===== src/rtl/core/assert_macros.svh =====
// Assertion helpers shared by the filter modules. Every check is sampled
// on the rising clock edge and is switched off while reset is high.
`ifndef ASSERT_MACROS_SVH
`define ASSERT_MACROS_SVH

// A property that must hold on every clock edge outside reset.
`define AST_ON(label, prop, msg) \
   label: assert property (@(posedge clock) disable iff (reset) (prop)) else $error(msg);

// A condition that must be followed by a consequence on the next clock edge.
`define AST_NEXT(label, pre, post, msg) \
   label: assert property (@(posedge clock) disable iff (reset) (pre) |=> (post)) \
      else $error(msg);

`endif


===== src/rtl/core/mar_pkg.sv =====
package mar_pkg;

   localparam int MAX_ORDER  = 6;
   localparam int TAP_W      = $clog2(MAX_ORDER + 1);
   localparam int IDX_W      = (MAX_ORDER > 1) ? $clog2(MAX_ORDER) : 1;

   localparam int SAMPLE_W   = 24;
   localparam int THETA_W    = 16;
   localparam int ORDER_W    = 3;
   localparam int PROD_W     = 2 * SAMPLE_W;
   localparam int ACC_W      = 28;
   localparam int Q_SHIFT    = 14;
   localparam int SQ_W       = 63;
   localparam int ABS_W      = 40;
   localparam int CNT_W      = 32;

   localparam int CSR_ADDR_W = 3;
   localparam int CSR_DATA_W = 24;
   localparam int REQ_DATA_W = 24;
   localparam int RSP_DATA_W = 184;

   localparam logic [CSR_ADDR_W-1:0] CSR_MEAN_LEVEL = 3'd0;
   localparam logic [CSR_ADDR_W-1:0] CSR_ORDER      = 3'd1;
   localparam logic [CSR_ADDR_W-1:0] CSR_THETA_1    = 3'd2;

   typedef enum logic [2:0] {
      ST_IDLE,
      ST_MAC,
      ST_DRAIN,
      ST_PRED,
      ST_RES,
      ST_SQ,
      ST_ACC,
      ST_DONE
   } state_type;

   typedef struct packed {
      logic             accept;
      logic             mac;
      logic [IDX_W-1:0] tap;
      logic             pred;
      logic             res;
      logic             square;
      logic             acc;
      logic             load;
   } cmd_type;

   typedef struct packed {
      logic             start_warm;
      logic [TAP_W-1:0] start_taps;
      logic             out_free;
   } status_type;

   // Clamp a wide signed value into the signed Q16.8 range.
   function automatic logic signed [SAMPLE_W-1:0] sat_q(input logic signed [ACC_W-1:0] v);
      logic signed [ACC_W-1:0] hi;
      logic signed [ACC_W-1:0] lo;
      hi = ACC_W'(signed'({1'b0, {(SAMPLE_W-1){1'b1}}}));
      lo = ACC_W'(signed'({1'b1, {(SAMPLE_W-1){1'b0}}}));
      if (v > hi) begin
         sat_q = {1'b0, {(SAMPLE_W-1){1'b1}}};
      end else if (v < lo) begin
         sat_q = {1'b1, {(SAMPLE_W-1){1'b0}}};
      end else begin
         sat_q = v[SAMPLE_W-1:0];
      end
   endfunction

endpackage


===== src/rtl/core/moving_average_residual_filter.sv =====
// Moving-average residual filter. Each request word carries one Q16.8 sample
// (tdata) and a new-series flag (tuser) that clears the residual history,
// the warm-up count and the error sums before that sample is used. Each
// sample yields exactly one response word with the prediction, the residual,
// the saturating running sums of squared and absolute error and the scored
// count; tuser marks whether the sample was scored. The first 'order'
// samples of a series only warm up the history: their prediction is the
// mean level and they are not scored. Words are processed one at a time:
// after a word is accepted the controller issues one MAC step per tap
// and a drain step, both skipped when no taps are used (warm-up or order
// zero), then the prediction, residual, square and accumulate steps, and
// loads the result once the output register is free, waiting while the
// previous result there is still untaken. The controller is ready again
// in the cycle after it loads a result. A single shared multiplier serves
// one tap per cycle and then squares the residual. The output register
// lets the next word be accepted while a finished result still waits to
// be taken. Configuration registers are written through the csr port,
// index 0 mean_level, 1 order (values above six act as six), 2 to 7
// theta_1 to theta_6, and should only change while the block is idle.
module moving_average_residual_filter (
   input  logic                               clock,
   input  logic                               reset,
   // Configuration write port.
   input  logic                               csr_we,
   input  logic [mar_pkg::CSR_ADDR_W-1:0]     csr_addr,
   input  logic [mar_pkg::CSR_DATA_W-1:0]     csr_wdata,
   // Request stream.
   input  logic                               req_tvalid,
   output logic                               req_tready,
   input  logic [mar_pkg::REQ_DATA_W-1:0]     req_tdata,   // sample[23:0]
   input  logic                               req_tuser,   // new_series
   // Response stream.
   output logic                               rsp_tvalid,
   input  logic                               rsp_tready,
   // prediction[23:0], residual[47:24], sum_sq_error[110:48],
   // sum_abs_error[150:111], scored_count[182:151], zero pad [183]
   output logic [mar_pkg::RSP_DATA_W-1:0]     rsp_tdata,
   output logic                               rsp_tuser    // scored
);
   import mar_pkg::*;

   // The controller sequences the taps and steps; the datapath holds the
   // configuration, history, sums and the output register.
   cmd_type    cmd;
   status_type status;

   mar_ctrl u_ctrl (
      .clock      (clock),
      .reset      (reset),
      .req_tvalid (req_tvalid),
      .req_tready (req_tready),
      .status     (status),
      .cmd        (cmd)
   );

   mar_dp u_dp (
      .clock      (clock),
      .reset      (reset),
      .csr_we     (csr_we),
      .csr_addr   (csr_addr),
      .csr_wdata  (csr_wdata),
      .req_tdata  (req_tdata),
      .req_tuser  (req_tuser),
      .cmd        (cmd),
      .status     (status),
      .rsp_tvalid (rsp_tvalid),
      .rsp_tready (rsp_tready),
      .rsp_tdata  (rsp_tdata),
      .rsp_tuser  (rsp_tuser)
   );

endmodule


===== src/rtl/core/mar_ctrl.sv =====
`include "assert_macros.svh"

module mar_ctrl (
   input  logic                 clock,
   input  logic                 reset,
   input  logic                 req_tvalid,
   output logic                 req_tready,
   input  mar_pkg::status_type  status,
   output mar_pkg::cmd_type     cmd
);
   import mar_pkg::*;

   state_type        state_ff, state_in;
   logic [IDX_W-1:0] tap_ff, tap_in;
   logic [IDX_W-1:0] last_ff, last_in;
   logic             mac_last;

   assign mac_last = (state_ff == ST_MAC) && (tap_ff == last_ff);

   always_ff @(posedge clock) begin
      if (reset) begin
         state_ff <= ST_IDLE;
         tap_ff   <= '0;
         last_ff  <= '0;
      end else begin
         state_ff <= state_in;
         tap_ff   <= tap_in;
         last_ff  <= last_in;
      end
   end

   always_comb begin
      state_in   = state_ff;
      tap_in     = tap_ff;
      last_in    = last_ff;
      req_tready = 1'b0;
      cmd        = '0;
      cmd.tap    = tap_ff;
      case (state_ff)
         ST_IDLE: begin
            req_tready = 1'b1;
            if (req_tvalid) begin
               cmd.accept = 1'b1;
               if (status.start_warm || status.start_taps == '0) begin
                  state_in = ST_PRED;
               end else begin
                  state_in = ST_MAC;
                  tap_in   = '0;
                  last_in  = IDX_W'(status.start_taps - TAP_W'(1));
               end
            end
         end
         ST_MAC: begin
            cmd.mac = 1'b1;
            if (tap_ff == last_ff) begin
               state_in = ST_DRAIN;
            end else begin
               tap_in = tap_ff + IDX_W'(1);
            end
         end
         ST_DRAIN: begin
            state_in = ST_PRED;
         end
         ST_PRED: begin
            cmd.pred = 1'b1;
            state_in = ST_RES;
         end
         ST_RES: begin
            cmd.res  = 1'b1;
            state_in = ST_SQ;
         end
         ST_SQ: begin
            cmd.square = 1'b1;
            state_in   = ST_ACC;
         end
         ST_ACC: begin
            cmd.acc  = 1'b1;
            state_in = ST_DONE;
         end
         ST_DONE: begin
            if (status.out_free) begin
               cmd.load = 1'b1;
               state_in = ST_IDLE;
            end
         end
         default: begin
            state_in = ST_IDLE;
         end
      endcase
   end

   `AST_ON(a_tap_bound, (state_ff == ST_MAC) |-> (tap_ff <= last_ff), "tap index past last tap")
   `AST_NEXT(a_mac_ends, mac_last, state_ff == ST_DRAIN, "MAC did not end in drain")

endmodule


===== src/rtl/core/mar_dp.sv =====
`include "assert_macros.svh"

module mar_dp (
   input  logic                                 clock,
   input  logic                                 reset,
   input  logic                                 csr_we,
   input  logic [mar_pkg::CSR_ADDR_W-1:0]       csr_addr,
   input  logic [mar_pkg::CSR_DATA_W-1:0]       csr_wdata,
   input  logic [mar_pkg::REQ_DATA_W-1:0]       req_tdata,
   input  logic                                 req_tuser,
   input  mar_pkg::cmd_type                     cmd,
   output mar_pkg::status_type                  status,
   output logic                                 rsp_tvalid,
   input  logic                                 rsp_tready,
   output logic [mar_pkg::RSP_DATA_W-1:0]       rsp_tdata,
   output logic                                 rsp_tuser
);
   import mar_pkg::*;

   // Configuration.
   logic signed [SAMPLE_W-1:0] mean_ff, mean_in;
   logic [ORDER_W-1:0]         order_ff, order_in;
   logic signed [THETA_W-1:0]  theta_ff [MAX_ORDER];
   logic signed [THETA_W-1:0]  theta_in [MAX_ORDER];

   // Series state.
   logic signed [SAMPLE_W-1:0] hist_ff [MAX_ORDER];
   logic signed [SAMPLE_W-1:0] hist_in [MAX_ORDER];
   logic [TAP_W-1:0]           warmup_ff, warmup_in;
   logic [SQ_W-1:0]            sq_ff, sq_in;
   logic [ABS_W-1:0]           abs_ff, abs_in;
   logic [CNT_W-1:0]           cnt_ff, cnt_in;

   // Per-word working registers.
   logic signed [SAMPLE_W-1:0] sample_ff, sample_in;
   logic                       warm_ff, warm_in;
   logic signed [ACC_W-1:0]    acc_ff, acc_in;
   logic signed [PROD_W-1:0]   prod_ff, prod_in;
   logic                       prod_vld_ff, prod_vld_in;
   logic signed [SAMPLE_W-1:0] pred_ff, pred_in;
   logic signed [SAMPLE_W-1:0] res_ff, res_in;

   // Output register.
   logic                       rsp_vld_ff, rsp_vld_in;
   logic [RSP_DATA_W-1:0]      rsp_data_ff, rsp_data_in;
   logic                       rsp_scored_ff, rsp_scored_in;

   logic [TAP_W-1:0]           eff;
   logic [TAP_W-1:0]           warmup_start;
   logic [CSR_ADDR_W-1:0]      theta_idx;
   logic signed [SAMPLE_W-1:0] mul_a, mul_b;
   logic signed [PROD_W-1:0]   product;
   logic signed [ACC_W-1:0]    diff;
   logic [SAMPLE_W-1:0]        abs_val;
   logic [SQ_W:0]              sq_sum;
   logic [ABS_W:0]             abs_sum;

   assign eff = (order_ff > ORDER_W'(MAX_ORDER)) ? TAP_W'(MAX_ORDER) : TAP_W'(order_ff);
   assign warmup_start      = req_tuser ? '0 : warmup_ff;
   assign status.start_warm = warmup_start < eff;
   assign status.start_taps = eff;
   assign status.out_free   = !rsp_vld_ff || rsp_tready;

   assign theta_idx = csr_addr - CSR_THETA_1;

   // One shared multiplier: theta times history during the taps, residual
   // squared afterwards.
   always_comb begin
      if (cmd.square) begin
         mul_a = res_ff;
         mul_b = res_ff;
      end else begin
         mul_a = SAMPLE_W'(theta_ff[cmd.tap]);
         mul_b = hist_ff[cmd.tap];
      end
   end
   assign product = mul_a * mul_b;

   assign diff    = ACC_W'(sample_ff) - ACC_W'(pred_ff);
   assign abs_val = res_ff[SAMPLE_W-1] ? SAMPLE_W'(-res_ff) : SAMPLE_W'(res_ff);
   assign sq_sum  = {1'b0, sq_ff} + (SQ_W+1)'(prod_ff[PROD_W-2:0]);
   assign abs_sum = {1'b0, abs_ff} + (ABS_W+1)'(abs_val);

   always_comb begin
      mean_in       = mean_ff;
      order_in      = order_ff;
      theta_in      = theta_ff;
      hist_in       = hist_ff;
      warmup_in     = warmup_ff;
      sq_in         = sq_ff;
      abs_in        = abs_ff;
      cnt_in        = cnt_ff;
      sample_in     = sample_ff;
      warm_in       = warm_ff;
      acc_in        = acc_ff;
      prod_in       = prod_ff;
      prod_vld_in   = cmd.mac;
      pred_in       = pred_ff;
      res_in        = res_ff;
      rsp_data_in   = rsp_data_ff;
      rsp_scored_in = rsp_scored_ff;
      rsp_vld_in    = rsp_vld_ff;

      if (csr_we) begin
         case (csr_addr)
            CSR_MEAN_LEVEL: mean_in  = csr_wdata[SAMPLE_W-1:0];
            CSR_ORDER:      order_in = csr_wdata[ORDER_W-1:0];
            default: begin
               if (csr_addr >= CSR_THETA_1 && theta_idx < CSR_ADDR_W'(MAX_ORDER)) begin
                  theta_in[theta_idx[IDX_W-1:0]] = csr_wdata[THETA_W-1:0];
               end
            end
         endcase
      end

      if (cmd.accept) begin
         sample_in = req_tdata[SAMPLE_W-1:0];
         warm_in   = status.start_warm;
         acc_in    = ACC_W'(mean_ff);
         if (req_tuser) begin
            for (int k = 0; k < MAX_ORDER; k++) begin
               hist_in[k] = '0;
            end
            warmup_in = '0;
            sq_in     = '0;
            abs_in    = '0;
            cnt_in    = '0;
         end
      end

      if (cmd.mac || cmd.square) begin
         prod_in = product;
      end

      // Products land in the cycle after their tap is issued.
      if (prod_vld_ff) begin
         acc_in = acc_ff + ACC_W'(prod_ff >>> Q_SHIFT);
      end

      if (cmd.pred) begin
         pred_in = warm_ff ? mean_ff : sat_q(acc_ff);
      end

      if (cmd.res) begin
         res_in = sat_q(diff);
         for (int k = MAX_ORDER - 1; k > 0; k--) begin
            hist_in[k] = hist_ff[k-1];
         end
         hist_in[0] = res_in;
         if (warm_ff) begin
            warmup_in = warmup_ff + TAP_W'(1);
         end
      end

      if (cmd.acc && !warm_ff) begin
         sq_in  = sq_sum[SQ_W] ? '1 : sq_sum[SQ_W-1:0];
         abs_in = abs_sum[ABS_W] ? '1 : abs_sum[ABS_W-1:0];
         if (cnt_ff != '1) begin
            cnt_in = cnt_ff + CNT_W'(1);
         end
      end

      if (cmd.load) begin
         rsp_vld_in    = 1'b1;
         rsp_scored_in = !warm_ff;
         rsp_data_in   = {1'b0, cnt_ff, abs_ff, sq_ff, res_ff, pred_ff};
      end else if (rsp_tready) begin
         rsp_vld_in = 1'b0;
      end
   end

   always_ff @(posedge clock) begin
      if (reset) begin
         mean_in_reset: begin
            mean_ff     <= '0;
            order_ff    <= '0;
            for (int k = 0; k < MAX_ORDER; k++) begin
               theta_ff[k] <= '0;
               hist_ff[k]  <= '0;
            end
            warmup_ff   <= '0;
            sq_ff       <= '0;
            abs_ff      <= '0;
            cnt_ff      <= '0;
            prod_vld_ff <= 1'b0;
            rsp_vld_ff  <= 1'b0;
            warm_ff     <= 1'b0;
         end
      end else begin
         mean_ff     <= mean_in;
         order_ff    <= order_in;
         theta_ff    <= theta_in;
         hist_ff     <= hist_in;
         warmup_ff   <= warmup_in;
         sq_ff       <= sq_in;
         abs_ff      <= abs_in;
         cnt_ff      <= cnt_in;
         prod_vld_ff <= prod_vld_in;
         rsp_vld_ff  <= rsp_vld_in;
         warm_ff     <= warm_in;
      end
   end

   always_ff @(posedge clock) begin
      sample_ff     <= sample_in;
      acc_ff        <= acc_in;
      prod_ff       <= prod_in;
      pred_ff       <= pred_in;
      res_ff        <= res_in;
      rsp_data_ff   <= rsp_data_in;
      rsp_scored_ff <= rsp_scored_in;
   end

   assign rsp_tvalid = rsp_vld_ff;
   assign rsp_tdata  = rsp_data_ff;
   assign rsp_tuser  = rsp_scored_ff;

   `AST_ON(a_warmup_bound, warmup_ff <= TAP_W'(MAX_ORDER), "warm-up count beyond maximum order")
   `AST_ON(a_load_free, cmd.load |-> (!rsp_vld_ff || rsp_tready), "result overwrote a pending word")
   `AST_ON(a_no_accept_busy, prod_vld_ff |-> !cmd.accept, "word accepted while taps in flight")

endmodule


===== config.mk =====
export PLATFORM = sky130hd
export DESIGN_NAME = moving_average_residual_filter
export DESIGN_NICKNAME = d
export VERILOG_FILES = /design/src/rtl/core/mar_pkg.sv /design/src/rtl/core/moving_average_residual_filter.sv /design/src/rtl/core/mar_ctrl.sv /design/src/rtl/core/mar_dp.sv
export VERILOG_INCLUDE_DIRS = /design/src /design/src/rtl/core
export SDC_FILE = /design/constraint.sdc
export NUM_CORES = 2
export LEC_CHECK = 0
export BUFFER_PORTS_ARGS = -buffer_cell sky130_fd_sc_hd__buf_2
export CORE_MARGIN = 3
export CORE_UTILIZATION = 60
export CTS_BUF_LIST = sky130_fd_sc_hd__clkbuf_8
export DETAILED_ROUTE_END_ITERATION = 8
export PLACE_DENSITY_LB_ADDON = 0.15
export SYNTH_ARGS = -nofsm -noshare
export SYNTH_HDL_FRONTEND = slang
export SYNTH_SLANG_ARGS = --single-unit

===== constraint.sdc =====
create_clock -name clock -period 25.2 [get_ports clock]
set_input_delay 1.26 -clock clock [delete_from_list [all_inputs] [get_ports clock]]
set_output_delay 1.26 -clock clock [all_outputs]
set_load 0.02 [all_outputs]

==> impl_results.rst <==
.. list-table::
   :header-rows: 1

   * - Metric
     - Value
   * - Run status
     - finished clean
   * - Part of the cycle the worst path needs
     - 0.397
   * - Share of layout cells above drive strength 1
     - 0.109
   * - DRC violation count after routing
     - 0
   * - Width of the die
     - 313 um
   * - Number of vias in the routed layout
     - 45600
   * - Data arrival time of the worst path
     - 10530 ps
   * - Fill cell total of the finished layout
     - 7734
   * - Category of the most critical setup path
     - register to register
   * - CTS tree
     - done
   * - Vias in the first global route
     - 45100
   * - Number of clock sinks
     - 748
   * - Area enclosed by the die boundary
     - 98200 sq um
   * - Number of buffer and inverter instances along the worst setup path
     - 7
   * - Number of buffers added on ports
     - 242
   * - Max frequency
     - 100 MHz
   * - Global routing met2 resource utilization
     - 0.544
   * - Data required time of the critical path
     - 25740 ps
   * - Power per standard cell area
     - 81.4 nW/um^2
   * - WHS Endpoint
     - u_dp.hist_ff[90]
   * - Netlist cell types
     - 100
   * - Most common library cell in the layout ignoring fill and taps
     - sky130_fd_sc_hd__nand2_1
   * - Setup repair bufs after CTS
     - 0
   * - Peak ir drop on the vdd network
     - 0.0538 mV
   * - Avg Synthesized Cell Area
     - 9.31 sq um
   * - Buffers from clock root to sink, at most
     - 3
   * - Post-synth top flop
     - sky130_fd_sc_hd__dfxtp_1
   * - Clock edge transition at the registers on the reported setup and hold paths
     - 70 ps
   * - Category of the worst setup path capture point
     - register
   * - Type of the worst min-delay path
     - register to register
   * - Leak pwr
     - 26.0 nW
   * - Gpl congestion
     - 0.984
   * - Wirelength per Cell
     - 23.1 um
   * - Crit path time final
     - 10000 ps
   * - Setup skew after layout
     - 57.7 ps
   * - Vertical die dimension
     - 313 um
   * - Unrepaired setup endpoints after global routing
     - false
   * - Final Hold Violating Endpoints
     - 0
   * - Wire length of the first global-routing pass
     - 267 mm
   * - Pre-antenna DRT Iters
     - 8
   * - Min-Delay Path Depth
     - 2
   * - Crit start category
     - register
   * - Area of the placeable core
     - 93500 sq um
   * - Cts bufs inserted
     - 118
   * - Critical register-to-register path startpoint
     - u_ctrl.tap_ff[0]
   * - Final nets
     - 7138
   * - Delay-heaviest family, CP
     - adder cells
   * - Pins Over Slew Limit
     - 0
   * - Proportion of synthesized chip area in sequential cells
     - 0.323
   * - Max-capacitance violation count
     - 0
   * - Total overflow reported by the global router
     - 0
   * - Post-detailed-placement cell area
     - 59000 sq um
   * - Largest net degree at the start of global routing
     - 234
   * - Warnings from Yosys
     - 0
   * - Layout Area Growth over Synthesis
     - 8.63%
   * - Total Power
     - 5.01 mW
   * - Post-layout instance area
     - 61600 sq um
   * - Met3 usage in global routing
     - 0.100
   * - Post-route ant nets
     - 0
   * - Resized Gates After CTS
     - 0
   * - Cell area after synthesis
     - 56700 sq um
   * - Ratio of routed vias to standard cells
     - 6.01
   * - Synth Register Bits
     - 748
   * - Cell count after placement
     - 7345
   * - Number of violations reported at the end of detailed-routing iteration 0
     - 4543
   * - Clock root cell
     - sky130_fd_sc_hd__clkbuf_8
   * - Most used cell, CP
     - sky130_fd_sc_hd__fa_1
   * - Worst min-delay path startpoint
     - u_dp.hist_ff[114]
   * - Standard-cell row count
     - 112
   * - Max-slew headroom
     - 0.0535
   * - Number of placed I/O pins
     - 244
   * - Cell type of the slowest stage on the worst timing path
     - sky130_fd_sc_hd__dfxtp_4
   * - Slew at the pin with the worst max-slew slack
     - 1420 ps
   * - Async SR Flop Fraction
     - 0
   * - Sum of negative setup slack
     - 0 ps
   * - Effective utilization at floorplan
     - 0.606
   * - Global Route Usage Sum
     - 0.357
   * - Number of standard cells after synthesis
     - 6089
   * - Top library cells by usage in the layout, fill and taps aside
     - sky130_fd_sc_hd__nand2_1, sky130_fd_sc_hd__inv_1, sky130_fd_sc_hd__fa_1, sky130_fd_sc_hd__a21oi_1, sky130_fd_sc_hd__nor2_1
   * - # hold bufs at CTS
     - 0
   * - Total Routed Length
     - 175 mm
   * - H-tree levels
     - 3
   * - R2R depth
     - 28
   * - HPWL after detailed placement
     - 131 mm
   * - GR Layer Usage met1
     - 0.469
   * - Peak fanout along the critical path
     - 46
   * - Antenna violations before repair
     - 5
   * - Mapped Nets
     - 7016
   * - Slack of the worst reg-to-reg path
     - 15200 ps
   * - Number of synthesized flops with an enable pin
     - 331
   * - Most used routing layer in global routing
     - met2
   * - Number of non-filler instances in the completed layout
     - 7576
   * - Worst stage delay on the critical path
     - 830 ps
   * - Latest clock arrival within the worst-skew pair
     - 830 ps
   * - # setup viols final
     - 0
   * - Capture point of the worst reg-to-reg path
     - u_dp.prod_ff[45]
[power breakdown]
group | internal, mW | switching [mW] | total [mW]
combinational | 0.753 | 1.49 | 2.24
sequential | 1.47 | 0.194 | 1.66
clock | 0.591 | 0.519 | 1.11
[state kept, by name (all words and copies together), names as in the netlist, 3 cells and up]
register,cells
u_ctrl.state_ff,3
u_ctrl.last_ff,3
u_dp.warmup_ff,3
u_dp.order_ff,3
u_dp.mean_ff,24
u_dp.pred_ff,24
u_ctrl.tap_ff,3
u_dp.theta_ff,96
u_dp.abs_ff,40
u_dp.prod_ff,47
u_dp.hist_ff,144
u_dp.res_ff,24
u_dp.sq_ff,63
u_dp.sample_ff,24
u_dp.rsp_tdata,183
u_dp.acc_ff,28
u_dp.cnt_ff,32
[routing by layer]
metal | vias up | routed length [um]
li1 | 20500 | -
met2 | 2304 | 76300
met5 | - | 78
met3 | 550 | 18700
met4 | 6 | 10600
met1 | 22200 | 69000
[worst max-delay path by stage]
stage	from	end	slack (ps)	cells past startpoint
floorplan	rsp_tready	u_dp.rsp_tdata[0]	15520	2
detailed placement	u_ctrl.tap_ff[0]	u_dp.prod_ff[45]	15340	28
global placement	u_ctrl.tap_ff[0]	u_dp.prod_ff[45]	15430	28
CTS	u_ctrl.tap_ff[0]	u_dp.prod_ff[45]	15290	28
finish	u_ctrl.tap_ff[0]	u_dp.prod_ff[45]	15200	28
global route	u_ctrl.tap_ff[0]	u_dp.prod_ff[45]	14840	28
[synthesized netlist by cell type (7+ instances only)]
library cell               count  area [sq um]
sky130_fd_sc_hd__a311oi_1     28           245
sky130_fd_sc_hd__o21ai_0     174           871
sky130_fd_sc_hd__a21oi_1     522          2610
sky130_fd_sc_hd__a21o_1       79           593
sky130_fd_sc_hd__mux4_2       40           901
sky130_fd_sc_hd__o31ai_1      19           143
sky130_fd_sc_hd__or3_1        18           113
sky130_fd_sc_hd__nand3_1     209          1050
sky130_fd_sc_hd__inv_1       741          2780
sky130_fd_sc_hd__a41oi_1       7          61.3
sky130_fd_sc_hd__nor2_1      466          1750
sky130_fd_sc_hd__or4_1         9          67.6
sky130_fd_sc_hd__mux2i_1      24           240
sky130_fd_sc_hd__maj3_1       12           120
sky130_fd_sc_hd__clkbuf_1    252           946
sky130_fd_sc_hd__o21a_1       44           330
sky130_fd_sc_hd__a31oi_1      58           363
sky130_fd_sc_hd__mux2_2       42           473
sky130_fd_sc_hd__nand4_1      34           213
sky130_fd_sc_hd__buf_2        36           180
sky130_fd_sc_hd__dfxtp_1     417          8350
sky130_fd_sc_hd__o311ai_0      8          70.1
sky130_fd_sc_hd__fa_1        603         12100
sky130_fd_sc_hd__nor2b_1      36           225
sky130_fd_sc_hd__a31o_2       27           236
sky130_fd_sc_hd__o22ai_1       7          43.8
sky130_fd_sc_hd__a211oi_1     54           405
sky130_fd_sc_hd__buf_1        16          60.1
sky130_fd_sc_hd__and2_1       25           156
sky130_fd_sc_hd__nor3_1       45           225
sky130_fd_sc_hd__o21ai_1      29           145
sky130_fd_sc_hd__xnor2_1     120          1050
sky130_fd_sc_hd__ha_1        267          3340
sky130_fd_sc_hd__or2_2        10          62.6
sky130_fd_sc_hd__and3_1       28           175
sky130_fd_sc_hd__edfxtp_1    331          9940
sky130_fd_sc_hd__xor2_1       63           552
sky130_fd_sc_hd__o21bai_1     24           180
sky130_fd_sc_hd__o211ai_1     29           218
sky130_fd_sc_hd__nand2_1     962          3610
sky130_fd_sc_hd__nand2b_1     34           213
sky130_fd_sc_hd__nor4_1       13          81.3
sky130_fd_sc_hd__nor3b_1       7          52.6
[kinds of logic after synthesis]
kind of cell / share of synthesized area
AO/OA/AOI/OAI: 0.129
XOR/XNOR: 0.0286
adder cells (fa/ha/maj): 0.274
buffers and inverters: 0.0717
flip-flops: 0.323
multiplexers: 0.0285
other: 0.0000662
AND/OR/NAND/NOR: 0.146
[worst min-delay path, cell delays in order, from the launching register on]
cell	delay, ps
sky130_fd_sc_hd__dfxtp_1	330
sky130_fd_sc_hd__nand2_1	60
sky130_fd_sc_hd__a21oi_1	50
[stage by stage]
stage / hold slack (ps) / setup WS [ps] / util
2_1_floorplan: 424 / 15520 / -
3_3_place_gp: 438 / 15430 / 0.631
3_5_place_dp: 444 / 15340 / 0.631
4_1_cts: 449 / 15290 / 0.659
5_1_grt: 468 / 14840 / 0.659
6_report: 449 / 15200 / 0.659
[final cells by class]
type / count / area [sq um] / area share
well taps: 1254 / 1570 / 0.0255
repair buffers: 316 / 1790 / 0.0291
clock inverters: 78 / 569 / 0.00925
clock buffers: 146 / 2010 / 0.0326
multi-input cells: 4285 / 34500 / 0.561
flip-flops and latches: 748 / 18300 / 0.297
inverters: 742 / 2790 / 0.0453
diodes: 7 / 17.5 / 0.000284
Note: power is estimated with default switching activity, not from simulation.
